==> src/rtl/core/ecpid_pkg.sv <==
// ----------------------------------------------------------------------------
// ecpid_pkg
// Types, register indexes, states and the quadrature step table.
// ----------------------------------------------------------------------------
`default_nettype none
package ecpid_pkg;

    localparam int CFG_IDX_BITS  = 3;
    localparam int CFG_DATA_BITS = 47;

    typedef enum logic [CFG_IDX_BITS-1:0] {
        CFG_KP       = 3'd0,
        CFG_KI       = 3'd1,
        CFG_KD       = 3'd2,
        CFG_MAX_INT  = 3'd3,
        CFG_SCALE    = 3'd4,
        CFG_WINDOW   = 3'd5,
        CFG_REVERSE  = 3'd6,
        CFG_UNUSED   = 3'd7
    } t_cfg_idx;

    localparam logic signed [31:0] KP_RESET      = 32'sd65536;
    localparam logic [46:0]        MAX_INT_RESET = 47'h7FFF_FFFF_FFFF;
    localparam logic [31:0]        SCALE_RESET   = 32'd65536;
    localparam logic [19:0]        WINDOW_RESET  = 20'd5000;

    localparam logic [63:0] PROD_CAP = 64'h0002_0000_0000_0000;
    localparam logic [63:0] INT_CAP  = 64'h0000_0100_0000_0000;

    typedef struct packed {
        logic signed [31:0] kp;
        logic signed [31:0] ki;
        logic signed [31:0] kd;
        logic [46:0]        max_int;
        logic [31:0]        scale;
        logic [19:0]        window;
        logic               reverse;
    } t_cfg;

    typedef struct packed {
        logic [31:0]        now;
        logic signed [31:0] target;
        logic [31:0]        ticks;
    } t_item;

    typedef enum logic [3:0] {
        S_IDLE,
        S_SPDM,
        S_SPDD,
        S_SPDW,
        S_ERR,
        S_INTM,
        S_INTA,
        S_PA,
        S_IA1,
        S_IA2,
        S_DA,
        S_DW,
        S_PWR,
        S_DUTY,
        S_FIN
    } t_state;

    function automatic logic signed [1:0] quad_step(input logic [3:0] idx);
        logic signed [1:0] s;
        unique case (idx)
            4'd1, 4'd7, 4'd8, 4'd14: s = -2'sd1;
            4'd2, 4'd4, 4'd11, 4'd13: s = 2'sd1;
            default:                 s = 2'sd0;
        endcase
        return s;
    endfunction

    function automatic logic [31:0] mag32(input logic signed [31:0] v);
        return v[31] ? 32'(-v) : 32'(v);
    endfunction

endpackage
`default_nettype wire

==> src/rtl/core/ecpid_front.sv <==
// ----------------------------------------------------------------------------
// ecpid_front
// Accept transactions, count encoder ticks, queue control updates.
// ----------------------------------------------------------------------------
`default_nettype none
module ecpid_front #(
    parameter int TICK_BITS = 32
) (
    input  wire logic        i_clk,
    input  wire logic        i_rst_n,
    input  wire logic        i_valid,
    output logic             o_stall,
    input  wire logic        i_cmd,
    input  wire logic        i_pin_a,
    input  wire logic        i_pin_b,
    input  wire logic [31:0] i_now_us,
    input  wire logic signed [31:0] i_target_speed,
    input  wire logic        i_q_full,
    output logic             o_push,
    output ecpid_pkg::t_item o_item
);
    import ecpid_pkg::*;

    logic [1:0]           r_last_pins;
    logic [TICK_BITS-1:0] r_tick;
    logic                 acc;
    logic signed [1:0]    stp;

    assign o_stall = i_q_full;
    assign acc     = i_valid && !o_stall;
    assign o_push  = acc && i_cmd;
    assign stp     = quad_step({r_last_pins, i_pin_a, i_pin_b});

    always_comb begin
        o_item.now    = i_now_us;
        o_item.target = i_target_speed;
        o_item.ticks  = 32'(r_tick);
    end

    always_ff @(posedge i_clk) begin
        if (!i_rst_n) begin
            r_last_pins <= '0;
            r_tick      <= '0;
        end else if (acc && !i_cmd) begin
            r_last_pins <= {i_pin_a, i_pin_b};
            r_tick      <= r_tick + TICK_BITS'(stp);
        end
    end
endmodule
`default_nettype wire

==> config.mk <==
export PLATFORM = sky130hd
export DESIGN_NAME = ecpid_front
export DESIGN_NICKNAME = d
export VERILOG_FILES = /design/src/rtl/core/ecpid_pkg.sv /design/src/rtl/core/ecpid_front.sv
export SDC_FILE = /design/constraint.sdc
export NUM_CORES = 1
export LEC_CHECK = 0
export ABC_AREA = 1
export BUFFER_PORTS_ARGS = -buffer_cell sky130_fd_sc_hd__buf_2
export CORE_UTILIZATION = 50
export CTS_CLUSTER_SIZE = 14
export DETAILED_ROUTE_END_ITERATION = 8
export PLACE_DENSITY = 0.82
export SLEW_MARGIN = 20
export SYNTH_ARGS = -nofsm -noshare
export SYNTH_HDL_FRONTEND = slang
export SYNTH_SLANG_ARGS = --single-unit
==> constraint.sdc <==
create_clock -name i_clk -period 3.45 [get_ports i_clk]
set_input_delay 0.5175 -clock i_clk [delete_from_list [all_inputs] [get_ports i_clk]]
set_output_delay 0.5175 -clock i_clk [all_outputs]
set_load 0.1 [all_outputs]
==> impl_metrics.tcl <==
set metrics [dict create \
    worstPathRequired_ns 3.65 \
    clk_pin_slew_ns 0.08 \
    critPathKind "input port to flop" \
    area_delta_synth_final_pct -1.302 \
    place_congestion 0.9385 \
    route.detailed.drc 0 \
    synthArstFlopShare_pct 0 \
    synth.most_common_cell "nand2_1" \
    cts_tree "yes" \
    rows 33 \
    cts_max_path_buffers 2 \
    ir_drop_mv 0.2158 \
    grt_max_degree 42 \
    power_mw 1.365 \
    n_antenna_cell 0 \
    min-delay-start "i_pin_a" \
    r2r_start "r_last_pins[0]" \
    ctsHoldBuffers 0 \
    synth-main-ff-cell "dfxtp_1" \
    p_leak_nw 2.753 \
    first_iter_violations 215 \
    hold_depth 3 \
    cts_made_buffers 5 \
    max_freq_mhz 359.0 \
    dpl-instance-area_sq_um 4158 \
    powerDensity_nw_per_um2 319.9 \
    synth_area_leaders "nand2_1 (21%), dfxtp_1 (16%), inv_1 (13%)" \
    min_to "r_last_pins[1]" \
    ios 169 \
    min_period_ns 2.785 \
    post-route-period-util_pct 80.74 \
    drt-vias-per-instance 4.928 \
    pre_cts_slack_ns 0.3703 \
    start_kind "input port" \
    root_buffer "clkbuf_8" \
    maxSlewHeadroom_pct 58.00 \
    syn_area_sq_um 4324 \
    grt_pass1_wl_microns 16640 \
    die_h_microns 95.00 \
    route.vias.total 4051 \
    fin_area_sq_um 4268 \
    status "complete, no violations" \
    setup_viol 0 \
    post_cts_buffers 0 \
    rsz0062_at_grt "false" \
    dp_hpwl_microns 7670 \
    cts_sinks 34 \
    track_usage_pct 23.39 \
    fp.coreArea_sq_um 8299 \
    worst_slew_pin_slew_ns 0.6300 \
    cts_resized 0 \
    timing.rr.end "r_tick[27]" \
    htreeDepth 2 \
    antenna_left 0 \
    drt_pre_antenna_iters 6 \
    yosysTopAreaCellShare_pct 20.83 \
    routedWlPerCell_microns 11.98 \
    synthTopCellsByCount "nand2_1 (240), inv_1 (150), buf_4 (66), nor2_1 (47), ha_1 (39)" \
    drive_gt1_share_pct 9.484 \
    grt_pass1_vias 3821 \
    yosysTopAreaCell "nand2_1" \
    clk_latency_ns 0.30 \
    crit_path_end_kind "flop" \
    io_buffers 40 \
    ys_seq_area_share_pct 15.74 \
    synth_edf_count 0 \
    antenna_found_initial 0 \
    maxCapViolCount 0 \
    wl_microns 9844 \
    critical_path.max_fanout 3 \
    hold_violations 0 \
    syn_area_per_cell_sq_um 5.843 \
    synthCells 740 \
    timing.final.ws_setup_ns 0.6646 \
    final_max_slew_viol_count 0 \
    fin_tns_setup_ns 0 \
    die_w_microns 95.00 \
    cp.arrival_ns 2.98 \
    dieArea_sq_um 9024 \
    yosys_register_bits 34 \
    r2r_slack_ns 0.85 \
    grt_overflow_total 0 \
    r2r_cells 16 \
    yosys_warnings 0 \
    ys_types 29 \
    synth_nets 851 \
    layout.nets 827 \
    hp-class "input port to flop" \
    worst_clock_skew_ns 0.006013 \
    start_util_pct 52.10 \
]
[stage by stage]
stage               hold WS, ns  util [%]  instances
global placement         0.5234     50.10        814
detailed placement       0.5295     50.10        814
global route             0.5622     51.42        822
floorplan                0.5511         -        740
finish                   0.5353     51.42        822
CTS                      0.5280     51.42        822
[area by class of cell]
class / instances / area (sq um)
Sequential cell: 34 / 680.7
Clock buffer: 8 / 110.1
Timing Repair Buffer: 44 / 230.2
Fill cell: 858 / 4031
Tap cell: 105 / 131.4
Multi-Input combinational cell: 480 / 2549
Inverter: 151 / 566.8
[critical path, stage by stage]
cell     delay, ns
buf_2         0.10
inv_1         0.06
ha_1          0.30
xnor2_1       0.14
xor2_1        0.15
inv_1         0.07
ha_1          0.17
inv_1         0.08
fa_1          0.41
inv_1         0.13
nand3_1       0.08
nand3_1       0.18
nand2_1       0.09
nand2_2       0.10
nand2_1       0.06
nand2_1       0.07
xnor2_1       0.11
nand2_1       0.07
nand2_1       0.07
inv_1         0.03
[report_power, final]
part	leakage [nW]	internal, mW	total, mW	switching [mW]
sequential	0.278	0.414	0.434	0.0201
combinational	2.42	0.153	0.563	0.410
clock	0.0575	0.202	0.369	0.167
[routing by layer]
metal	GRT usage (%)	vias up	wire length, microns
li1	-	2136	-
met3	3.945	34	748
met5	0	-	0
met2	38.73	143	4260
met1	29.98	1738	4548
met4	9.343	0	286
[sequential cells by signal (all words and copies together) (netlist names)]
register and flops:
r_tick 32, r_last_pins 2
[cells by family after synthesis]
group           count (synthesis)  share of synthesized area (%)
buf+inv                       226                          25.46
fa+ha+maj                      40                          11.75
flops                          34                          15.74
compound gates                 76                          10.68
simple gates                  347                          32.93
xor+xnor                       17                          3.443
[worst max-delay path by stage]
stage,startpoint,to,slack [ns],depth (start not counted)
after CTS,i_pin_a,r_tick[28],0.67,19
final,i_pin_a,r_tick[16],0.66,20
after floorplan,i_valid,o_push,0.17,2
after global placement,i_pin_a,r_tick[28],0.38,19
after global routing,i_pin_b,r_tick[16],0.42,20
after detailed placement,i_pin_a,r_tick[28],0.37,19
[cell usage in the layout (no fill, tap or decap), types with 2 or more instances in the layout]
master	instances
nand4_1	3
o21ai_0	19
buf_2	40
xnor2_1	4
o21a_1	14
dfxtp_1	34
buf_4	4
nor2_2	3
inv_1	150
o21bai_1	14
nand3_2	3
clkbuf_8	8
xor2_1	13
nand3_1	38
a21oi_1	25
o211ai_1	2
nand2_1	240
nand2_2	6
nor3_1	2
ha_1	39
nor2_1	47
No activity file was read; power rests on OpenSTA's default activity.
