**src/rtl/core/ecpid_pkg.sv**
```systemverilog
// ----------------------------------------------------------------------------
// ecpid_pkg
// Types, register indexes, states and the quadrature step table.
// ----------------------------------------------------------------------------
`default_nettype none
package ecpid_pkg;

    localparam int CFG_IDX_BITS  = 3;
    localparam int CFG_DATA_BITS = 47;

    typedef enum logic [CFG_IDX_BITS-1:0] {
        CFG_KP       = 3'd0,
        CFG_KI       = 3'd1,
        CFG_KD       = 3'd2,
        CFG_MAX_INT  = 3'd3,
        CFG_SCALE    = 3'd4,
        CFG_WINDOW   = 3'd5,
        CFG_REVERSE  = 3'd6,
        CFG_UNUSED   = 3'd7
    } t_cfg_idx;

    localparam logic signed [31:0] KP_RESET      = 32'sd65536;
    localparam logic [46:0]        MAX_INT_RESET = 47'h7FFF_FFFF_FFFF;
    localparam logic [31:0]        SCALE_RESET   = 32'd65536;
    localparam logic [19:0]        WINDOW_RESET  = 20'd5000;

    localparam logic [63:0] PROD_CAP = 64'h0002_0000_0000_0000;
    localparam logic [63:0] INT_CAP  = 64'h0000_0100_0000_0000;

    typedef struct packed {
        logic signed [31:0] kp;
        logic signed [31:0] ki;
        logic signed [31:0] kd;
        logic [46:0]        max_int;
        logic [31:0]        scale;
        logic [19:0]        window;
        logic               reverse;
    } t_cfg;

    typedef struct packed {
        logic [31:0]        now;
        logic signed [31:0] target;
        logic [31:0]        ticks;
    } t_item;

    typedef enum logic [3:0] {
        S_IDLE,
        S_SPDM,
        S_SPDD,
        S_SPDW,
        S_ERR,
        S_INTM,
        S_INTA,
        S_PA,
        S_IA1,
        S_IA2,
        S_DA,
        S_DW,
        S_PWR,
        S_DUTY,
        S_FIN
    } t_state;

    function automatic logic signed [1:0] quad_step(input logic [3:0] idx);
        logic signed [1:0] s;
        unique case (idx)
            4'd1, 4'd7, 4'd8, 4'd14: s = -2'sd1;
            4'd2, 4'd4, 4'd11, 4'd13: s = 2'sd1;
            default:                 s = 2'sd0;
        endcase
        return s;
    endfunction

    function automatic logic [31:0] mag32(input logic signed [31:0] v);
        return v[31] ? 32'(-v) : 32'(v);
    endfunction

endpackage
`default_nettype wire

```
**src/rtl/core/ecpid_fifo.sv**
```systemverilog
// ----------------------------------------------------------------------------
// ecpid_fifo
// Two-entry queue of control updates between front and back.
// ----------------------------------------------------------------------------
`default_nettype none
module ecpid_fifo (
    input  wire logic          i_clk,
    input  wire logic          i_rst_n,
    input  wire logic          i_push,
    input  wire ecpid_pkg::t_item i_item,
    input  wire logic          i_pop,
    output ecpid_pkg::t_item   o_item,
    output logic               o_full,
    output logic               o_empty
);
    import ecpid_pkg::*;

    t_item      r_mem [2];
    logic       r_wp;
    logic       r_rp;
    logic [1:0] r_cnt;

    assign o_item  = r_mem[r_rp];
    assign o_full  = r_cnt == 2'd2;
    assign o_empty = r_cnt == 2'd0;

    always_ff @(posedge i_clk) begin
        if (!i_rst_n) begin
            r_wp  <= 1'b0;
            r_rp  <= 1'b0;
            r_cnt <= '0;
        end else begin
            if (i_push) begin
                r_wp <= ~r_wp;
            end
            if (i_pop) begin
                r_rp <= ~r_rp;
            end
            if (i_push && !i_pop) begin
                r_cnt <= r_cnt + 2'd1;
            end else if (!i_push && i_pop) begin
                r_cnt <= r_cnt - 2'd1;
            end
        end
    end

    always_ff @(posedge i_clk) begin
        if (i_push) begin
            r_mem[r_wp] <= i_item;
        end
    end
endmodule
`default_nettype wire

```
**config.mk**
```make
export PLATFORM = sky130hd
export DESIGN_NAME = ecpid_fifo
export DESIGN_NICKNAME = d
export VERILOG_FILES = /design/src/rtl/core/ecpid_pkg.sv /design/src/rtl/core/ecpid_fifo.sv
export SDC_FILE = /design/constraint.sdc
export NUM_CORES = 1
export LEC_CHECK = 0
export BUFFER_PORTS_ARGS = -buffer_cell sky130_fd_sc_hd__buf_2
export CELL_PAD_IN_SITES_DETAIL_PLACEMENT = 0
export CELL_PAD_IN_SITES_GLOBAL_PLACEMENT = 1
export CORE_MARGIN = 8
export CORE_UTILIZATION = 40
export CTS_BUF_LIST = sky130_fd_sc_hd__clkbuf_2 sky130_fd_sc_hd__clkbuf_4 sky130_fd_sc_hd__clkbuf_8
export DETAILED_ROUTE_END_ITERATION = 8
export PLACE_DENSITY = 0.71
export SLEW_MARGIN = 10
export SYNTH_ARGS = -nofsm -noshare
export SYNTH_HDL_FRONTEND = slang
export SYNTH_SLANG_ARGS = --single-unit
```
**constraint.sdc**
```tcl
create_clock -name i_clk -period 15.1 [get_ports i_clk]
set_input_delay 0.755 -clock i_clk [delete_from_list [all_inputs] [get_ports i_clk]]
set_output_delay 0.755 -clock i_clk [all_outputs]
set_load 0.05 [all_outputs]
```
==> results.py, run 1 <==
metrics = {
    "power_and_ir_drop": {
        "internal_power_mw": 0.856,
        "leakage_nw": 3.40,
        "p_seq_share_pct": 54.5,
        "switching_power_mw": 0.324,
        "p_total_mw": 1.18,
        "p_sw_share_pct": 27.4,
        "irDropWorstVdd_v": 0.0000618,
        "comb_power_share_pct": 17.7,
        "power_density_nw_per_um2": 133,
        "power.share.clock_pct": 27.8,
    },
    "sta": {
        "rsz0062_at_grt": "false",
        "finalSetupViolCount": 0,
        "final.min_clock_period_ps": 3450,
        "setup_tns_ps": 0,
        "fin_worst_skew_ps": 9.42,
        "slew_viol_final": 0,
        "hold_viol_final": 0,
        "finalCritPeriodShare_pct": 22.8,
        "slew_headroom_pct": 30.4,
        "setup_ws_ps": 11650,
        "worst_pin_slew_ps": 1040,
        "fmax_mhz": 290,
    },
    "setup_path": {
        "cp_data_required_time_ps": 14350,
        "path_class": "flip-flop to output port",
        "worstPathCellList": "buf_4, mux2_2, buf_2",
        "slowest_delay_ps": 810,
        "r2r-start": "r_wp",
        "r2r_slack_ps": 12720,
        "start_kind": "flip-flop",
        "path_delay_family": "buffers and inverters",
        "crit_slowest_cell": "buf_4",
        "critPathBufInv": 2,
        "crit_arrival_ps": 2690,
        "setup.worst_path.end_class": "output port",
        "critPathMaxFanout": 53,
        "reg2regPathDepth": 2,
        "r2r_end": "r_mem[0][50]",
    },
    "synthesis": {
        "avgSynthCellArea_sq_um": 22.9,
        "synth_area_sq_um": 7340,
        "synthCells": 321,
        "synth.most_common_cell": "edfxtp_1",
        "yosysTopAreaCell": "edfxtp_1",
        "synth-seq-cells": 197,
        "synthTopCellsByArea": "edfxtp_1 79%, mux2_2 8.6%, mux2_4 8.2%",
        "async_flop_share_pct": 0,
        "ys_warn_count": 0,
        "synth-edff-count": 192,
        "ys_seq_area_share_pct": 79.9,
        "syn_nets": 422,
        "ys.flop_type": "edfxtp_1",
        "synth_top_area_share_pct": 78.5,
        "synth.distinct_cells": 19,
        "synthTopCellsByCount": "192 x edfxtp_1, 56 x mux2_2, 40 x mux2_4",
    },
    "global_route": {
        "antenna_found_initial": 1,
        "grt_pass1_wl_um": 21400,
        "grt_max_degree": 64,
        "grt_pass1_vias": 3993,
        "globalRouteOverflowTotal": 0,
        "grt_usage_pct": 12.4,
    },
    "cells_and_area": {
        "layout.nets": 630,
        "multiInputGateArea_sq_um": 1350,
        "fill_cells": 1512,
        "antenna_cells": 0,
        "seq_area_sq_um": 5870,
        "fin_util_pct": 49.5,
        "drive_gt1_share_pct": 60.3,
        "syn2layout_area_growth_pct": 21.2,
    },
    "drt": {
        "drc": 0,
        "via_per_inst": 4.69,
        "wl_per_cell_um": 18.8,
        "drt_iter0_markers": 123,
        "vias": 3605,
        "first_pass_iters": 4,
        "wirelength_um": 14500,
        "detail-route-antenna-nets": 0,
    },
    "floorplanning": {
        "start_util_pct": 40.9,
        "die_y_um": 152,
        "fp.coreArea_sq_um": 18000,
        "dieArea_sq_um": 23000,
        "rows": 49,
        "die_x_um": 152,
        "boundaryPins": 198,
    },
    "placement": {
        "post-place-ws_ps": 12050,
        "dp_hpwl_um": 10200,
        "port_buffers": 197,
        "place_congestion": 0.708,
    },
    "hold_path": {
        "hold_end": "r_mem[0][34]",
        "hold_path.class": "input pin to flip-flop",
        "hp-start": "i_item[34]",
        "hold_depth": 1,
    },
    "clock_network": {
        "cts_setup_buffers": 0,
        "cts_tree": "built",
        "cts_buffers": 17,
        "clk_path_buf_depth": 2,
        "holdBufCountCts": 0,
        "cts.sinks": 197,
        "cts-root-buf": "clkbuf_8",
        "h-tree-depth": 4,
        "clkLatencyLatePin_ps": 440,
        "path_clk_slew_ps": 90,
        "cts_resized": 0,
    },
    "flow_run": {
        "cap_viol_max_count": 0,
    },
    "run_status": {
        "status": "completed",
    },
}
[cell type report]
cell class,instances,area share (%)
Clock inverter,11,1.53
Timing Repair Buffer,200,11.3
Sequential cell,197,65.9
Tap cell,229,3.22
Inverter,1,0.0422
Multi-Input combinational cell,112,15.2
Clock buffer,18,2.71
[worst register-to-register path, delay by kind of cell (launching register included)]
kind / cells / cell delay (ps)
buffers and inverters: 1 / 810
and+or+nand+nor: 1 / 820
DFF: 1 / 350
[sequential cells by signal, summed over array words and instances (netlist names), named ones only]
register,cells
r_cnt,2
r_mem,192
r_rp,1
r_wp,1
[layout by cell type (no fill, tap or decap), drive strengths merged, types with 2 or more instances in the layout]
master / count
clkbuf: 18
edfxtp: 192
bufinv: 3
dfxtp: 5
clkinv: 6
mux2: 96
and2: 4
inv: 2
xor2: 2
buf: 200
nor2b: 3
[metal layers]
layer  vias up  track usage (%)  share of wire [%]
li1       1677                -                  -
met5         -                0              0.090
met2       141             20.2                 49
met4         2             4.85                1.2
met3        19             4.81                9.3
met1      1766             14.7                 41
[worst max-delay path by stage]
stage	from	to	slack, ps	cells past startpoint
2_1_floorplan	i_push	r_mem[0][0]	9570	1
3_3_place_gp	i_push	r_mem[0][55]	12120	3
3_5_place_dp	i_push	r_mem[0][49]	12050	3
4_1_cts	flip-flop	o_item[89]	11550	3
5_1_grt	flip-flop	o_item[89]	11470	3
6_report	flip-flop	o_item[89]	11650	3
[kinds of logic after synthesis]
family / count (synthesis) / share of synthesized area [%]
buffers and inverters: 12 / 1.84
xor gates and xnor gates: 3 / 0.358
adders and majority gates: 1 / 0.170
AOI/OAI and AO/OA: 3 / 0.273
muxes: 96 / 16.8
and+or+nand+nor: 9 / 0.733
DFF: 197 / 79.9
[per-stage QoR]
stage | instance area (sq um) | std cells | hold WS (ps)
global placement | 8520 | 739 | 476
detailed placement | 8520 | 739 | 506
global route | 8900 | 768 | 445
floorplan | 7340 | 321 | 466
CTS | 8900 | 768 | 441
finish | 8900 | 768 | 491
[power by group through the flow]
| stage | Sequential, mW | Clock, mW | Combinational (mW) |
|---|---|---|---|
| floorplan | 0.651 | 0 | 0.168 |
| global placement | 0.655 | 0 | 0.210 |
| detailed placement | 0.656 | 0 | 0.212 |
| CTS | 0.644 | 0.341 | 0.212 |
| global route | 0.646 | 0.360 | 0.219 |
| finish | 0.643 | 0.328 | 0.209 |
Power figures use the tool's default switching activity.
==> inputs of run 2 (changes only) <==
Clock period 15.1 ns to 3.4 ns, I/O delays scaled along.
==> results.py, run 2 (synthesized netlist as in run 1, its figures left out) <==
metrics = {
    "run_status": {
        "status": "completed",
    },
    "global_route": {
        "grt_usage_pct": 13.5,
        "grt_pass1_wl_um": 23400,
        "antenna_found_initial": 1,
        "grt_max_degree": 58,
        "globalRouteOverflowTotal": 0,
        "grt_pass1_vias": 4626,
    },
    "sta": {
        "setup_tns_ps": 0,
        "fin_worst_skew_ps": 7.21,
        "rsz0062_at_grt": "false",
        "slew_headroom_pct": 57.4,
        "fmax_mhz": 423,
        "finalCritPeriodShare_pct": 69.6,
        "whs_ps": 76.6,
        "slew_viol_final": 0,
        "finalSetupViolCount": 0,
        "hold_viol_final": 0,
        "worst_pin_slew_ps": 639,
        "final.min_clock_period_ps": 2370,
    },
    "setup_path": {
        "path_class": "flip-flop to output port",
        "slowest_delay_ps": 720,
        "worstPathCellList": "buf_4, mux2_2, buf_2",
        "critPathMaxFanout": 33,
        "setup.worst_path.end_class": "output port",
        "crit_slowest_cell": "dfxtp_4",
        "cp_data_required_time_ps": 3230,
        "start_kind": "flip-flop",
        "crit_arrival_ps": 2200,
    },
    "drt": {
        "first_pass_iters": 4,
        "drt_iter0_markers": 163,
        "via_per_inst": 4.61,
        "drc": 0,
        "wirelength_um": 15500,
        "detail-route-antenna-nets": 0,
        "wl_per_cell_um": 17.8,
        "vias": 4010,
    },
    "cells_and_area": {
        "layout.nets": 729,
        "mostFrequentLayoutCell": "buf_2",
        "syn2layout_area_growth_pct": 35.7,
        "fill_cells": 1454,
        "mostFrequentLayoutCells": "197 x buf_2, 192 x edfxtp_1, 97 x dlygate4sd3_1, 56 x mux2_2, 40 x mux2_4",
        "top_regs": "r_mem x192, r_cnt x2",
        "drive_gt1_share_pct": 51.6,
        "largest_register": "r_mem",
        "largest_reg_flops": 192,
        "fin_util_pct": 55.5,
    },
    "placement": {
        "place_congestion": 0.712,
        "port_buffers": 197,
        "dp_hpwl_um": 10200,
    },
    "clock_network": {
        "cts.sinks": 197,
        "cts-root-buf": "clkbuf_8",
        "cts_buffers": 17,
        "clk_path_buf_depth": 2,
        "h-tree-depth": 4,
        "path_clk_slew_ps": 90,
        "cts_tree": "built",
        "clkLatencyLatePin_ps": 450,
    },
    "floorplanning": {
        "fp.coreArea_sq_um": 18000,
        "rows": 49,
        "start_util_pct": 40.9,
        "dieArea_sq_um": 23000,
        "die_y_um": 152,
        "die_x_um": 152,
        "boundaryPins": 198,
    },
    "power_and_ir_drop": {
        "leakage_nw": 3.84,
        "p_total_mw": 5.46,
        "irDropWorstVdd_v": 0.000295,
        "power_density_nw_per_um2": 548,
    },
    "hold_path": {
        "hold_path.class": "input pin to flip-flop",
    },
    "flow_run": {
        "cap_viol_max_count": 0,
    },
}
-- run 2: power by group --
| group | internal, mW | switching, mW |
|---|---|---|
| logic | 0.364 | 0.668 |
| clock network | 0.805 | 0.775 |
| registers | 2.80 | 0.0508 |
| total | 3.97 | 1.49 |
-- run 2: per-stage QoR --
step           instance area [sq um]  std cells  worst slack (ps)
2_1_floorplan                   7350        321               133
3_3_place_gp                    8570        741              1490
3_5_place_dp                    8570        741              1480
4_1_cts                         9970        869               961
5_1_grt                         9970        870               888
6_report                        9970        870              1030
-- run 2: area by class of cell --
type	instances	area [sq um]	share of cell area (%)
tap	229	287	2.87
antenna	1	2.50	0.0251
timing repair buffer	299	2030	20.4
inverter	1	3.75	0.0377
multi-input combinational	112	1350	13.6
clock inverter	13	180	1.81
clock buffer	18	241	2.42
sequential	197	5870	58.9
-- run 2: per-layer routing --
metal	global-route usage (%)	routed length, um
met5	0	0
met4	4.90	256
met3	4.72	1260
met2	23.3	7740
met1	15.1	6240
-- run 2: what timing repair did --
action,4_1_cts,5_1_grt
buffers inserted,0,0
resized for setup,0,0
hold endpoints to repair,197,0
hold buffers,97,0
-- run 2: critical path, delay by kind of cell (launching register included) --
family   cells  cell delay, ps
mux          1             390
buf+inv      2             630
flops        1             720
-- run 2: path summary, 6_finish.rpt --
path	slack, ps	to	startpoint	depth (start not counted)
worst max-delay path	1030	o_item[22]	flip-flop	3
worst min register to register	520	r_cnt[1]	r_cnt[1]	2
worst max register to register	1710	r_mem[1][56]	r_wp	2
worst min-delay path	80	flip-flop	i_pop	3
==> inputs of run 3 (changes only) <==
Settings changed: PLACE_DENSITY 0.71 to 0.74.
Clock period 3.4 ns to 1.9 ns, I/O delays scaled along.
==> results.py, run 3 (synthesized netlist as in run 1, its figures left out) <==
metrics = {
    "run_status": {
        "status": "completed",
    },
    "global_route": {
        "globalRouteOverflowTotal": 0,
        "grt_pass1_vias": 4492,
        "grt_usage_pct": 13.3,
        "grt_pass1_wl_um": 23100,
        "antenna_found_initial": 1,
        "grt_max_degree": 60,
    },
    "cells_and_area": {
        "antenna_cells": 0,
        "drive_gt1_share_pct": 51.6,
        "mostFrequentLayoutCells": "192 x edfxtp_1, 180 x buf_2, 99 x dlygate4sd3_1, 56 x mux2_2, 40 x mux2_4",
        "largest_reg_flops": 192,
        "final_cells": 873,
        "mostFrequentLayoutCell": "edfxtp_1",
        "top_regs": "r_mem x192, r_cnt x2",
        "syn2layout_area_growth_pct": 37.4,
        "fin_util_pct": 56.2,
        "largest_register": "r_mem",
        "layout.nets": 733,
    },
    "power_and_ir_drop": {
        "power_density_nw_per_um2": 987,
        "irDropWorstVdd_v": 0.000524,
        "leakage_nw": 3.90,
    },
    "placement": {
        "port_buffers": 197,
        "dpl.cell_count": 743,
        "place_congestion": 0.703,
        "dp_hpwl_um": 10000,
    },
    "sta": {
        "worst_pin_slew_ps": 513,
        "whs_ps": 179,
        "finalSetupViolCount": 0,
        "rsz0062_at_grt": "true",
        "finalCritPeriodShare_pct": 97.1,
        "final.min_clock_period_ps": 1850,
        "fin_worst_skew_ps": 12.8,
        "slew_viol_final": 0,
        "fmax_mhz": 542,
        "hold_viol_final": 0,
        "setup_tns_ps": 0,
        "slew_headroom_pct": 65.8,
    },
    "clock_network": {
        "cts_tree": "built",
        "clk_path_buf_depth": 2,
        "cts_buffers": 17,
        "h-tree-depth": 4,
        "clkLatencyLatePin_ps": 450,
        "path_clk_slew_ps": 80,
        "cts-root-buf": "clkbuf_8",
        "cts.sinks": 197,
    },
    "setup_path": {
        "crit_arrival_ps": 1750,
        "worstPathCellList": "buf_16, mux2_2, buf_2",
        "path_delay_family": "buffers and inverters",
        "start_kind": "flip-flop",
        "r2r_slack_ps": 190,
        "critPathBufInv": 2,
        "setup.worst_path.end_class": "output port",
        "r2r_end": "r_wp",
        "r2r-start": "r_wp",
        "crit_slowest_cell": "dfxtp_4",
        "path_class": "flip-flop to output port",
        "slowest_delay_ps": 400,
        "critPathMaxFanout": 52,
        "reg2regPathDepth": 4,
        "cp_data_required_time_ps": 1800,
    },
    "hold_path": {
        "hold_depth": 4,
        "hold_path.class": "input pin to flip-flop",
        "hp-start": "i_push",
        "hold_end": "r_cnt[1]",
    },
    "floorplanning": {
        "rows": 49,
        "dieArea_sq_um": 23000,
        "die_x_um": 152,
        "boundaryPins": 198,
        "die_y_um": 152,
        "fp.coreArea_sq_um": 18000,
        "start_util_pct": 40.9,
    },
    "drt": {
        "via_per_inst": 4.59,
        "drc": 0,
        "drt_iter0_markers": 206,
        "detail-route-antenna-nets": 0,
        "wl_per_cell_um": 17.5,
        "first_pass_iters": 4,
        "wirelength_um": 15300,
        "vias": 4011,
    },
    "flow_run": {
        "cap_viol_max_count": 0,
    },
}
-- run 3: where the power goes --
part / switching [mW] / total [mW] / internal, mW
registers: 0.0609 / 5.07 / 5.01
clock network: 1.39 / 2.96 / 1.58
logic: 1.23 / 1.92 / 0.688
-- run 3: how the worst max path moves through the flow --
stage              start     endpoint  slack (ps)  cells after the start
3_3_place_gp   flip-flop   o_item[42]         500                      3
6_report       flip-flop   o_item[21]          50                      3
2_1_floorplan       r_wp  r_mem[0][0]        -280                      1
4_1_cts        flip-flop   o_item[14]         0.2                      3
5_1_grt        flip-flop    o_item[8]         -60                      3
3_5_place_dp   flip-flop   o_item[12]         490                      3
-- run 3: what timing repair did --
action | in CTS | in global routing
hold endpoints to repair | 197 | 0
pin swaps | 0 | 0
setup buffers | 0 | 0
cloned | 0 | 0
gates resized for setup | 18 | 0
endpoints found under the setup margin | 36 | 39
hold buffers | 99 | 0
-- run 3: layer usage --
| layer | share of wire (%) | track usage [%] |
|---|---|---|
| met5 | 0.079 | 0 |
| met4 | 0.94 | 4.56 |
| met3 | 7.7 | 4.34 |
| met1 | 42 | 15.8 |
| met2 | 50 | 22.4 |
-- run 3: worst reg2reg max path, cell delays in order, from the launching register on --
cell and delay (ps):
dfxtp_2 350, nor2b_4 140, buf_4 440, o21a_1 200, dlygate4sd3_1 530
-- run 3: through the flow --
stage	instance area, sq um	setup WS, ps	power [mW]
after floorplan	7350	-275	6.50
after global routing	10100	-55.8	10.4
final	10100	54.2	9.95
after global placement	8600	503	6.89
after CTS	10100	0.234	10.1
after detailed placement	8600	486	6.93
-- run 3: cell type report --
type,instances,area (sq um)
Inverter,1,3.75
Fill cell,1386,7870
Clock buffer,18,241
Tap cell,229,287
Multi-Input combinational cell,112,1350
Timing Repair Buffer,303,2130
Sequential cell,197,5870
Clock inverter,13,205
